`src/design/pwrfd_pkg.sv`:
```
// shared types, codes and constants of the pulse-width remote frame decoder
package pwrfd_pkg;

    localparam int INTERVAL_BITS = 32;
    localparam int TICK_W        = 32;
    localparam int NUM_WINDOWS   = 6;
    localparam int CFG_IDX_W     = 3;
    localparam int BIT_NUM_W     = 7;

    // only the low INTERVAL_BITS of an interval take part in the compares
    localparam logic [TICK_W-1:0] INTERVAL_MASK =
        (INTERVAL_BITS >= TICK_W) ? {TICK_W{1'b1}}
                                  : TICK_W'((64'd1 << INTERVAL_BITS) - 64'd1);

    localparam logic [BIT_NUM_W-1:0] LEN_BASE   = 7'd16;
    localparam logic [BIT_NUM_W-1:0] LEN_PLAYER = 7'd104;
    localparam logic [BIT_NUM_W-1:0] LEN_CEDE   = 7'd115;
    localparam logic [BIT_NUM_W-1:0] BIT_REMOTE = 7'd5;
    localparam logic [BIT_NUM_W-1:0] BIT_PLAYER = 7'd9;
    localparam logic [BIT_NUM_W-1:0] BIT_CEDE   = 7'd13;

    typedef enum logic [CFG_IDX_W-1:0] {
        CFG_RESET_WIN         = 3'd0,
        CFG_PRESYNC_WIN       = 3'd1,
        CFG_PRESYNC_DELAY_WIN = 3'd2,
        CFG_SYNC_WIN          = 3'd3,
        CFG_SHORT_WIN         = 3'd4,
        CFG_LONG_WIN          = 3'd5
    } t_cfg_index;

    typedef enum logic [2:0] {
        EV_RESET         = 3'd0,
        EV_PRESYNC       = 3'd1,
        EV_UNEXPECTED    = 3'd2,
        EV_PRESYNC_DELAY = 3'd3,
        EV_SYNC          = 3'd4,
        EV_ERROR         = 3'd5,
        EV_BIT           = 3'd6
    } t_event;

    typedef enum logic [4:0] {
        PH_IDLE     = 5'b00001,
        PH_PRESYNC  = 5'b00010,
        PH_SYNC     = 5'b00100,
        PH_BIT_HIGH = 5'b01000,
        PH_BIT_LOW  = 5'b10000
    } t_phase;

    typedef struct packed {
        logic [TICK_W-1:0] hi;   // exclusive maximum
        logic [TICK_W-1:0] lo;   // minimum
    } t_window;

    typedef t_window [NUM_WINDOWS-1:0] t_win_set;

    typedef struct packed {
        logic reset_hit;
        logic presync_hit;
        logic presync_delay_hit;
        logic sync_hit;
        logic short_hit;
        logic long_hit;
    } t_win_hits;

    typedef struct packed {
        logic              level;
        logic [TICK_W-1:0] interval;
    } t_in_item;

    typedef struct packed {
        t_event               event_res;
        logic                 bit_value;
        logic [BIT_NUM_W-1:0] bit_number;
        logic                 message_end;
        logic                 remote_wants_bus;
        logic                 player_has_data;
        logic                 player_cedes;
        logic                 cede_unrequested;
    } t_out_item;

endpackage

```
`src/design/pwrfd_classify.sv`:
```
// half-open window compares of one edge interval against all configured windows
module pwrfd_classify
    import pwrfd_pkg::*;
(
    input  logic [TICK_W-1:0] i_interval,
    input  t_win_set          i_windows,
    output t_win_hits         o_hits
);

    logic [TICK_W-1:0]      t;
    logic [NUM_WINDOWS-1:0] hit;

    assign t = i_interval & INTERVAL_MASK;

    always_comb begin
        for (int k = 0; k < NUM_WINDOWS; k++) begin
            hit[k] = (t >= i_windows[k].lo) && (t < i_windows[k].hi);
        end
    end

    assign o_hits.reset_hit         = hit[CFG_RESET_WIN];
    assign o_hits.presync_hit       = hit[CFG_PRESYNC_WIN];
    assign o_hits.presync_delay_hit = hit[CFG_PRESYNC_DELAY_WIN];
    assign o_hits.sync_hit          = hit[CFG_SYNC_WIN];
    assign o_hits.short_hit         = hit[CFG_SHORT_WIN];
    assign o_hits.long_hit          = hit[CFG_LONG_WIN];

endmodule

```
`src/design/pulse_width_remote_frame_decoder_core.sv`:
```
// top level of the pulse-width remote frame decoder
//
// usage
//   input channel : one transaction per line edge, carrying the level after the
//                   edge and the ticks since the previous edge
//   output channel: zero or one result transaction per edge (events, decoded
//                   bits with their number, message end and the bus flags)
//   config channel: six 64-bit timing windows, index 0..5, min in bits 31..0
//                   and exclusive max in bits 63..32; o_cfg_ready is always high,
//                   writes are to be made only while the block is idle; not enforced
// pipeline
//   an accepted edge waits in the input register, is decoded there and loads
//   its result once the result register is free; one edge per cycle is
//   sustained while the receiver does not stall (single input and result register)
// reset
//   synchronous, active low: all windows read as empty, phase idle, line level
//   taken as low, expected message length sixteen bits, flags clear
// receiver stall
//   a held result keeps its payload; the edge waiting behind it stays in the
//   input register and o_in_stall rises only once that register is also held
module pulse_width_remote_frame_decoder_core
    import pwrfd_pkg::*;
(
    input  logic                 i_clk,
    input  logic                 i_rst_n,
    // edge events
    input  logic                 i_in_valid,
    output logic                 o_in_stall,
    input  t_in_item             i_in_data,
    // decoded results
    output logic                 o_out_valid,
    input  logic                 i_out_stall,
    output t_out_item            o_out_data,
    // configuration writes
    input  logic                 i_cfg_valid,
    output logic                 o_cfg_ready,
    input  logic [CFG_IDX_W-1:0] i_cfg_index,
    input  logic [63:0]          i_cfg_data
);

    // window registers
    t_win_set r_win;

    // input stage
    logic     r_a_valid;
    t_in_item r_a_data;

    // result stage
    logic      r_out_valid;
    t_out_item r_out_data;

    // decoder state
    t_phase               r_phase,    n_phase;
    logic                 r_prev_lvl;
    logic [BIT_NUM_W-1:0] r_bits_seen, n_bits_seen;
    logic [BIT_NUM_W-1:0] r_bits_exp,  n_bits_exp;
    logic                 r_remote,   n_remote;
    logic                 r_player,   n_player;
    logic                 r_cede,     n_cede;

    logic      res_valid;
    t_out_item res;
    t_win_hits hits;

    logic out_free;
    logic a_advance;
    logic in_accept;

    assign o_cfg_ready = 1'b1;

    always_ff @(posedge i_clk) begin
        if (!i_rst_n) begin
            r_win <= '0;
        end else if (i_cfg_valid) begin
            unique case (t_cfg_index'(i_cfg_index))
                CFG_RESET_WIN:         r_win[CFG_RESET_WIN]         <= i_cfg_data;
                CFG_PRESYNC_WIN:       r_win[CFG_PRESYNC_WIN]       <= i_cfg_data;
                CFG_PRESYNC_DELAY_WIN: r_win[CFG_PRESYNC_DELAY_WIN] <= i_cfg_data;
                CFG_SYNC_WIN:          r_win[CFG_SYNC_WIN]          <= i_cfg_data;
                CFG_SHORT_WIN:         r_win[CFG_SHORT_WIN]         <= i_cfg_data;
                CFG_LONG_WIN:          r_win[CFG_LONG_WIN]          <= i_cfg_data;
                default: ;  // indexes past the list are dropped
            endcase
        end
    end

    // handshake: the input register drains whenever the result register
    // is empty or being emptied this cycle
    assign out_free   = !r_out_valid || !i_out_stall;
    assign a_advance  = r_a_valid && out_free;
    assign o_in_stall = r_a_valid && !a_advance;
    assign in_accept  = i_in_valid && !o_in_stall;

    always_ff @(posedge i_clk) begin
        if (!i_rst_n) begin
            r_a_valid <= 1'b0;
        end else if (in_accept) begin
            r_a_valid <= 1'b1;
        end else if (a_advance) begin
            r_a_valid <= 1'b0;
        end
    end

    always_ff @(posedge i_clk) begin
        if (in_accept) begin
            r_a_data <= i_in_data;
        end
    end

    pwrfd_classify u_classify (
        .i_interval (r_a_data.interval),
        .i_windows  (r_win),
        .o_hits     (hits)
    );

    // one step of the phase machine for the edge in the input register
    always_comb begin
        logic                 bit_v;
        logic [BIT_NUM_W-1:0] bit_n;
        logic                 msg_end;
        logic                 unreq;

        n_phase     = r_phase;
        n_bits_seen = r_bits_seen;
        n_bits_exp  = r_bits_exp;
        n_remote    = r_remote;
        n_player    = r_player;
        n_cede      = r_cede;
        res_valid   = 1'b0;
        res         = '0;
        bit_v       = 1'b0;
        bit_n       = r_bits_seen + 7'd1;
        msg_end     = 1'b0;
        unreq       = 1'b0;

        unique case (r_phase)
            PH_IDLE: begin
                // only a rising edge can open a frame
                if (!r_prev_lvl && r_a_data.level) begin
                    if (hits.reset_hit) begin
                        n_phase       = PH_PRESYNC;
                        res_valid     = 1'b1;
                        res.event_res = EV_RESET;
                    end else if (hits.presync_hit) begin
                        n_phase       = PH_PRESYNC;
                        res_valid     = 1'b1;
                        res.event_res = EV_PRESYNC;
                    end else if (hits.short_hit || hits.long_hit) begin
                        res_valid     = 1'b1;
                        res.event_res = EV_UNEXPECTED;
                    end
                end
            end
            PH_PRESYNC: begin
                res_valid = 1'b1;
                if (hits.presync_delay_hit) begin
                    n_phase       = PH_SYNC;
                    res.event_res = EV_PRESYNC_DELAY;
                end else begin
                    n_phase       = PH_IDLE;
                    res.event_res = EV_ERROR;
                end
            end
            PH_SYNC: begin
                res_valid = 1'b1;
                if (hits.sync_hit) begin
                    n_phase       = PH_BIT_HIGH;
                    n_bits_seen   = '0;
                    res.event_res = EV_SYNC;
                end else begin
                    n_phase       = PH_IDLE;
                    res.event_res = EV_ERROR;
                end
            end
            PH_BIT_HIGH: begin
                n_phase = PH_BIT_LOW;
            end
            PH_BIT_LOW: begin
                res_valid = 1'b1;
                if (hits.short_hit || hits.long_hit) begin
                    // short low time wins over long when windows overlap
                    bit_v = hits.short_hit;
                    if (bit_n == BIT_REMOTE && bit_v) begin
                        n_remote = 1'b1;
                    end
                    if (bit_n == BIT_PLAYER && !bit_v) begin
                        n_player = 1'b1;
                    end
                    if (bit_n == BIT_CEDE) begin
                        if (bit_v) begin
                            n_cede = 1'b1;
                        end
                        if (n_cede) begin
                            unreq      = !n_remote;
                            n_bits_exp = LEN_CEDE;
                        end else if (n_player) begin
                            n_bits_exp = LEN_PLAYER;
                        end
                    end
                    msg_end = (bit_n == n_bits_exp);

                    res.event_res        = EV_BIT;
                    res.bit_value        = bit_v;
                    res.bit_number       = bit_n;
                    res.message_end      = msg_end;
                    res.remote_wants_bus = n_remote;
                    res.player_has_data  = n_player;
                    res.player_cedes     = n_cede;
                    res.cede_unrequested = unreq;

                    n_bits_seen = bit_n;
                    n_phase     = msg_end ? PH_IDLE : PH_BIT_HIGH;
                end else begin
                    n_phase       = PH_IDLE;
                    res.event_res = EV_ERROR;
                end
            end
            default: begin
                // lost phase code: fall back to idle quietly
                n_phase = PH_IDLE;
            end
        endcase

        // leaving a frame for idle clears the frame state
        if (n_phase == PH_IDLE) begin
            n_bits_seen = '0;
            n_bits_exp  = LEN_BASE;
            n_remote    = 1'b0;
            n_player    = 1'b0;
            n_cede      = 1'b0;
        end
    end

    always_ff @(posedge i_clk) begin
        if (!i_rst_n) begin
            r_phase     <= PH_IDLE;
            r_prev_lvl  <= 1'b0;
            r_bits_seen <= '0;
            r_bits_exp  <= LEN_BASE;
            r_remote    <= 1'b0;
            r_player    <= 1'b0;
            r_cede      <= 1'b0;
        end else if (a_advance) begin
            r_phase     <= n_phase;
            r_prev_lvl  <= r_a_data.level;
            r_bits_seen <= n_bits_seen;
            r_bits_exp  <= n_bits_exp;
            r_remote    <= n_remote;
            r_player    <= n_player;
            r_cede      <= n_cede;
        end
    end

    // result register: only loaded when free, so a held result never changes
    always_ff @(posedge i_clk) begin
        if (!i_rst_n) begin
            r_out_valid <= 1'b0;
        end else if (a_advance) begin
            r_out_valid <= res_valid;
        end else if (!i_out_stall) begin
            r_out_valid <= 1'b0;
        end
    end

    always_ff @(posedge i_clk) begin
        if (a_advance && res_valid) begin
            r_out_data <= res;
        end
    end

    assign o_out_valid = r_out_valid;
    assign o_out_data  = r_out_data;

endmodule

```
`config.mk`:
```
export PLATFORM = sky130hd
export DESIGN_NAME = pulse_width_remote_frame_decoder_core
export DESIGN_NICKNAME = d
export VERILOG_FILES = /design/src/design/pwrfd_pkg.sv /design/src/design/pwrfd_classify.sv /design/src/design/pulse_width_remote_frame_decoder_core.sv
export SDC_FILE = /design/constraint.sdc
export NUM_CORES = 1
export LEC_CHECK = 0
export ABC_CLOCK_PERIOD_IN_PS = 10100
export BUFFER_PORTS_ARGS = -buffer_cell sky130_fd_sc_hd__buf_2
export CAP_MARGIN = 0
export CORE_UTILIZATION = 60
export CTS_BUF_LIST = sky130_fd_sc_hd__clkbuf_4
export CTS_CLUSTER_DIAMETER = 30
export DETAILED_ROUTE_END_ITERATION = 8
export PLACE_DENSITY = 0.77
export SYNTH_ARGS = -nofsm -noshare
export SYNTH_HDL_FRONTEND = slang
export SYNTH_SLANG_ARGS = --single-unit
export TNS_END_PERCENT = 5
```
`constraint.sdc`:
```
create_clock -name i_clk -period 10.1 [get_ports i_clk]
set_input_delay 0 -clock i_clk [delete_from_list [all_inputs] [get_ports i_clk]]
set_output_delay 0 -clock i_clk [all_outputs]
set_load 0.03 [all_outputs]
```
==> After elaboration in Yosys (flattened, before gate mapping) <==
Cells that the tools add are included.
{ "totals": {"regBits": 458, "out_inout_bits": 19, "elab_cells": 157, "in_bits": 105} }
{ "op_classes": {"eq_ne": 18, "muxes": 57, "addsub": 1, "magnitude_cmp": 12, "n_reduce_logical": 38} }
{ "op_table": {"columns": ["operator", "count"], "rows": [
  ["$ge A32 B32 Y1", 6],
  ["$lt A32 B32 Y1", 6],
  ["$mux W7", 11],
  ["$mux W1", 29],
  ["$pmux W5 S5", 1],
  ["$mux W5", 3],
  ["$eq A7 B4 Y1 const B", 2],
  ["$pmux W7 S2", 1],
  ["$reduce_and A2 Y1", 7],
  ["$logic_and A1 B1 Y1", 13],
  ["$mux W4", 3],
  ["$pmux W3 S4", 1],
  ["$eq A5 B1 Y1 const B", 2],
  ["$mux W2", 5],
  ["$reduce_and A4 Y1", 2],
  ["$add A7 B1 Y7 const B", 1],
  ["$eq A7 B3 Y1 const B", 1],
  ["$eq A7 B7 Y1", 1],
  ["$logic_not A1 Y1", 7],
  ["$eq A3 B2 Y1 const B", 2],
  ["$eq A3 B3 Y1 const B", 2],
  ["$mux W3", 2],
  ["$ne A3 B3 Y1 const B", 2],
  ["$reduce_bool A2 Y1", 3],
  ["other kinds (12)", 13]
]} }

==> Logic depth before layout (Yosys ltp) <==
{ "depth": {"ltp_word": 19, "ltp_mapped": 11, "mapped_depth_nobuf": 11} }

==> Cells and area by module <==
A second synthesis with hierarchy kept.
{ "hier_totals": {"hier_cells": 3268, "hier_area_um2": 26725.6} }
{ "by_module_without_submodules": {"columns": ["mod", "cells_per_inst", "n_inst", "area_per_inst_um2"], "rows": [
  ["pulse_width_remote_frame_decoder_core", 1962, 1, 17326.6],
  ["pwrfd_classify", 1306, 1, 9399.0]
]} }

==> Worst setup path after synthesis <==
Ideal clock, no wire load.
{ "synth_timing": {"kind": "reg2reg", "from": "register r_a_data[15] (netlist name)", "to": "register r_out_data, in the netlist o_out_data[0], enable pin", "n_path_buf": 0, "path_slack_ns": 6.369, "synth_period_minus_slack_ns": 3.731, "arrival_time_ns": 3.337, "stages_incl_launch_ff": 10, "path_cell_list": "edfxtp_1 -> ha_1 -> nand4_1 -> or2_4 -> a2111oi_4 -> o41ai_2 -> a221oi_4 -> a21oi_2 -> a31o_2 -> a21oi_1"} }
{ "synth_via": {"elab_chain_len": 9} }
{ "synth_rtl": {"columns": ["element", "line_no", "text"], "rows": [
  ["start: declaration", "pulse_width_remote_frame_decoder_core.sv:46", "t_in_item r_a_data;"],
  ["start signal: assignment", "pulse_width_remote_frame_decoder_core.sv:106", "r_a_data <= i_in_data;"],
  ["$ge A32 B32 Y1 / $lt A32 B32 Y1 (equally long branches)", "pwrfd_classify.sv:17", "hit[k] = (t >= i_windows[k].lo) && (t < i_windows[k].hi);"],
  ["$logic_and A1 B1 Y1", "pwrfd_classify.sv:17", null],
  ["$logic_or A1 B1 Y1", "pulse_width_remote_frame_decoder_core.sv:148", "end else if (hits.short_hit || hits.long_hit) begin"],
  ["$mux W1", "pulse_width_remote_frame_decoder_core.sv:148", null],
  ["$mux W1", "pulse_width_remote_frame_decoder_core.sv:144", "end else if (hits.presync_hit) begin"],
  ["$mux W1 *", "pulse_width_remote_frame_decoder_core.sv:140", "if (hits.reset_hit) begin"],
  ["$mux W1 *", "pulse_width_remote_frame_decoder_core.sv:139", "if (!r_prev_lvl && r_a_data.level) begin"],
  ["$pmux W1 S2 *", "pulse_width_remote_frame_decoder_core.sv:136", "unique case (r_phase)"],
  ["$logic_and A1 B1 Y1 *", "pulse_width_remote_frame_decoder_core.sv:266", "if (a_advance && res_valid) begin"],
  ["end signal: assignment", "pulse_width_remote_frame_decoder_core.sv:267", "r_out_data <= res;"],
  ["end: declaration", "pulse_width_remote_frame_decoder_core.sv:50", "t_out_item r_out_data;"]
]} }
Every way passes the cells marked *; elsewhere a longest branch is shown, timed or not.
A chain may end at the register's enable or synchronous reset.

==> Final worst setup path <==
{ "layout_timing": {"from": "register r_a_data[19] (netlist name)", "to": "register r_bits_exp[3]"} }
{ "layout_via": {"elab_chain_len": 19} }
{ "layout_rtl": {"columns": ["element", "line_no", "text"], "rows": [
  ["$ge A32 B32 Y1 / $lt A32 B32 Y1 (equally long branches)", "pwrfd_classify.sv:17", null],
  ["$logic_and A1 B1 Y1", "pwrfd_classify.sv:17", null],
  ["$logic_not A1 Y1", "pulse_width_remote_frame_decoder_core.sv:186", "if (bit_n == BIT_PLAYER && !bit_v) begin"],
  ["$logic_and A1 B1 Y1", "pulse_width_remote_frame_decoder_core.sv:186", null],
  ["$mux W1", "pulse_width_remote_frame_decoder_core.sv:186", null],
  ["$mux W1", "pulse_width_remote_frame_decoder_core.sv:180", "if (hits.short_hit || hits.long_hit) begin"],
  ["$mux W1", "pulse_width_remote_frame_decoder_core.sv:136", null],
  ["$mux W7", "pulse_width_remote_frame_decoder_core.sv:196", "end else if (n_player) begin"],
  ["[3 not listed]", null, null],
  ["$mux W7", "pulse_width_remote_frame_decoder_core.sv:136", null],
  ["$eq A7 B7 Y1", "pulse_width_remote_frame_decoder_core.sv:200", "msg_end = (bit_n == n_bits_exp);"],
  ["$mux W4", "pulse_width_remote_frame_decoder_core.sv:212", "n_phase = msg_end ? PH_IDLE : PH_BIT_HIGH;"],
  ["$mux W4", "pulse_width_remote_frame_decoder_core.sv:180", null],
  ["$pmux W5 S5", "pulse_width_remote_frame_decoder_core.sv:136", null],
  ["$eq A5 B1 Y1", "pulse_width_remote_frame_decoder_core.sv:225", "if (n_phase == PH_IDLE) begin"],
  ["$reduce_bool A2 Y1 (no line)", null, null],
  ["$reduce_and A3 Y1 (no line)", null, null],
  ["end signal: assignment", "pulse_width_remote_frame_decoder_core.sv:247", "r_bits_exp <= n_bits_exp;"],
  ["end: declaration", "pulse_width_remote_frame_decoder_core.sv:56", "logic [BIT_NUM_W-1:0] r_bits_exp, n_bits_exp;"]
]} }
Parallel ways exist; a longest one is shown, timed or not. The select of a mux whose other input is x is not followed.

==> flow_metrics.py <==
metrics = {
    "setup_path": {
        "setup.worst_path.start_class": "flip-flop",
        "cp_max_fo": 12,
        "critPathCaptureType": "flip-flop",
        "crit_required_ps": 10910,
        "crit_type": "reg2reg",
        "reg2reg_slack_ps": 5590,
        "cp.arrival_ps": 5320,
    },
    "final_layout": {
        "nets": 4112,
        "final_common_cell": "nand2_1",
        "fillers": 3248,
        "final_cell_mix": "nand2_1 (855), a21oi_1 (528), dfxtp_1 (409), inv_1 (386), ha_1 (380)",
        "register_area_mm2": 0.00966,
        "fin_util": 0.727,
        "multi_input_area_mm2": 0.0141,
        "area_delta_synth_final_pct": 19.2,
        "drive_above_1_share": 0.103,
    },
    "flow_run": {
        "drv_cap": 0,
    },
    "sta": {
        "finalClockSkew_ps": 46.2,
        "worst-slew-pin-transition_ps": 1210,
        "period_minus_slack_ps": 4510,
        "fmax_mhz": 222,
        "slew_headroom": 0.195,
        "finalSetupTns_ps": 0,
        "slew_violations": 0,
        "period_share": 0.447,
        "setup_viol_count_final": 0,
        "hold_viol": 0,
        "rsz0062_at_grt": "no",
    },
    "power_and_ir_drop": {
        "p_leak_nw": 11.4,
        "ir_worst_vdd_mv": 0.106,
        "p_per_area_mw_per_mm2": 143,
    },
    "drt": {
        "first_iter_violations": 2120,
        "avgRoutedWirePerCell_um": 19.7,
        "drt_pre_antenna_iters": 6,
        "viasPerCell": 5.84,
        "num_vias": 24953,
        "routed_wl_mm": 84.1,
        "drc": 0,
        "postRouteAntennaNets": 0,
    },
    "placement": {
        "gp_congestion": 0.940,
        "port_buffers": 122,
        "detailed_place_hpwl_mm": 52.1,
    },
    "synthesis": {
        "yosysTopAreaCell": "dfxtp_1",
        "syn_area_per_cell_um2": 7.86,
        "seq_area_frac_synth": 0.376,
        "synth_area_leaders": "dfxtp_1 (32%), ha_1 (19%), nand2_1 (13%)",
        "synth_area_mm2": 0.0257,
        "async_flop_share": 0,
        "synth_nets": 3754,
        "ys.flop_type": "dfxtp_1",
        "ys_warn_count": 0,
        "synth_cell_types": 75,
        "synth_edf_count": 49,
        "synth_seq_cells": 458,
        "synthCells": 3269,
        "yosysTopAreaCellShare": 0.319,
    },
    "grt": {
        "grt_max_degree": 220,
        "overflow": 0,
        "track_usage": 0.386,
        "grt_pass1_vias": 24941,
        "antenna_found_initial": 6,
        "grt_pass1_wl_mm": 132,
    },
    "floorplan": {
        "start_util": 0.610,
        "coreArea_mm2": 0.0421,
        "boundaryPins": 124,
        "core.rowCount": 75,
        "die_h_um": 209,
        "die_area_mm2": 0.0437,
        "die_x_um": 209,
    },
    "cts": {
        "numCtsBuffers": 135,
        "cts-root-buf": "clkbuf_4",
        "clock_path_buffers": 3,
        "tritoncts": "built",
        "clk_pin_slew_ps": 70,
        "cts.sinks": 458,
        "htree_levels": 4,
        "clock_latency_ps": 980,
    },
    "min_path": {
        "hp-class": "in2reg",
    },
    "outcome": {
        "status": "finished clean",
    },
}
-- worst max-delay path, cell delays in order, from the launching register on --
cell and delay, ps:
edfxtp_1 830, ha_1 380, a21oi_1 150, o21ai_0 150, a221o_1 410, a2111oi_0 960
o21ai_0 450, nand2_1 240, nand3b_1 180, a21oi_1 450, a211oi_1 130
-- logic make-up (layout without fill, tap and decap cells) --
group,Yosys count,count (layout),share of synthesized area
AO/OA/AOI/OAI,772,772,0.175
XOR/XNOR,10,10,0.00341
adder cells (fa/ha/maj),380,380,0.185
buffers and inverters,517,975,0.0763
flip-flops,458,458,0.376
multiplexers,1,1,0.000584
other,1,5,0.000146
AND/OR/NAND/NOR,1130,1130,0.184
-- registers in the layout, summed over array words and instances, names as in the netlist, 5 cells and up --
name	flops
o_out_data	16
r_a_data	33
r_bits_seen	7
r_win	384
r_bits_exp	7
r_phase	5
-- Yosys cell counts (8+ instances only) --
library cell,number
and3_1,18
clkbuf_1,118
nand2b_1,16
inv_1,387
nand2_1,857
edfxtp_1,49
o211ai_1,11
a31oi_1,10
dfxtp_1,409
and2_1,11
nand4_1,56
o21ai_0,73
nand3_1,42
a211o_1,8
ha_1,380
nor2b_1,20
a21o_1,50
nor2_1,66
nor3_1,15
a21oi_1,528
a211oi_1,20
-- through the flow --
step                hold slack, ps  cells  power (mW)  worst slack (ps)  instance area [µm²]
floorplan                     98.9   3269        2.26              6370                25700
global placement               179   3814        2.42              5620                26600
detailed placement             180   3814        2.44              5720                26600
CTS                            168   4266        4.39              5690                30600
global route                   213   4269        4.58              5440                30600
finish                         253   4270        4.39              5590                30600
-- metal layers --
layer | global-route usage | part of all wire
met5 | 0 | 0.00027
met4 | 0.172 | 0.035
met3 | 0.0918 | 0.089
met2 | 0.624 | 0.46
met1 | 0.491 | 0.41
-- path summary, 6_finish.rpt --
| check | start | to | depth (start not counted) |
|---|---|---|---|
| setup / recovery | r_a_data[19]$_DFFE_PP_ | r_bits_exp[3]$_SDFFE_PN0P_ | 10 |
| hold / removal | i_in_data[16] | r_a_data[16]$_DFFE_PP_ | 3 |
| setup reg to reg | r_a_data[19]$_DFFE_PP_ | r_bits_exp[3]$_SDFFE_PN0P_ | 10 |
| hold reg to reg | r_win[99]$_SDFFE_PN0P_ | r_win[99]$_SDFFE_PN0P_ | 2 |
-- where the power goes --
group / switching [mW] / internal, mW / total (mW)
clock: 0.839 / 1.07 / 1.90
sequential: 0.0562 / 1.88 / 1.94
combinational: 0.324 / 0.226 / 0.550
-- timing repair --
item / in CTS / in global routing
gates resized for setup: 0 / 0
buffers inserted: 0 / 0
hold endpoints to repair: 486 / 0
hold buffers: 215 / 0
-- cell type report --
class / count / area share
diodes: 4 / 0.000327
clock buffers: 195 / 0.0478
clock inverters: 42 / 0.0114
inverters: 388 / 0.0478
multi-input cells: 2294 / 0.461
flip-flops and latches: 458 / 0.315
well taps: 539 / 0.0220
repair buffers: 350 / 0.0943
Power figures use the tool's default switching activity.
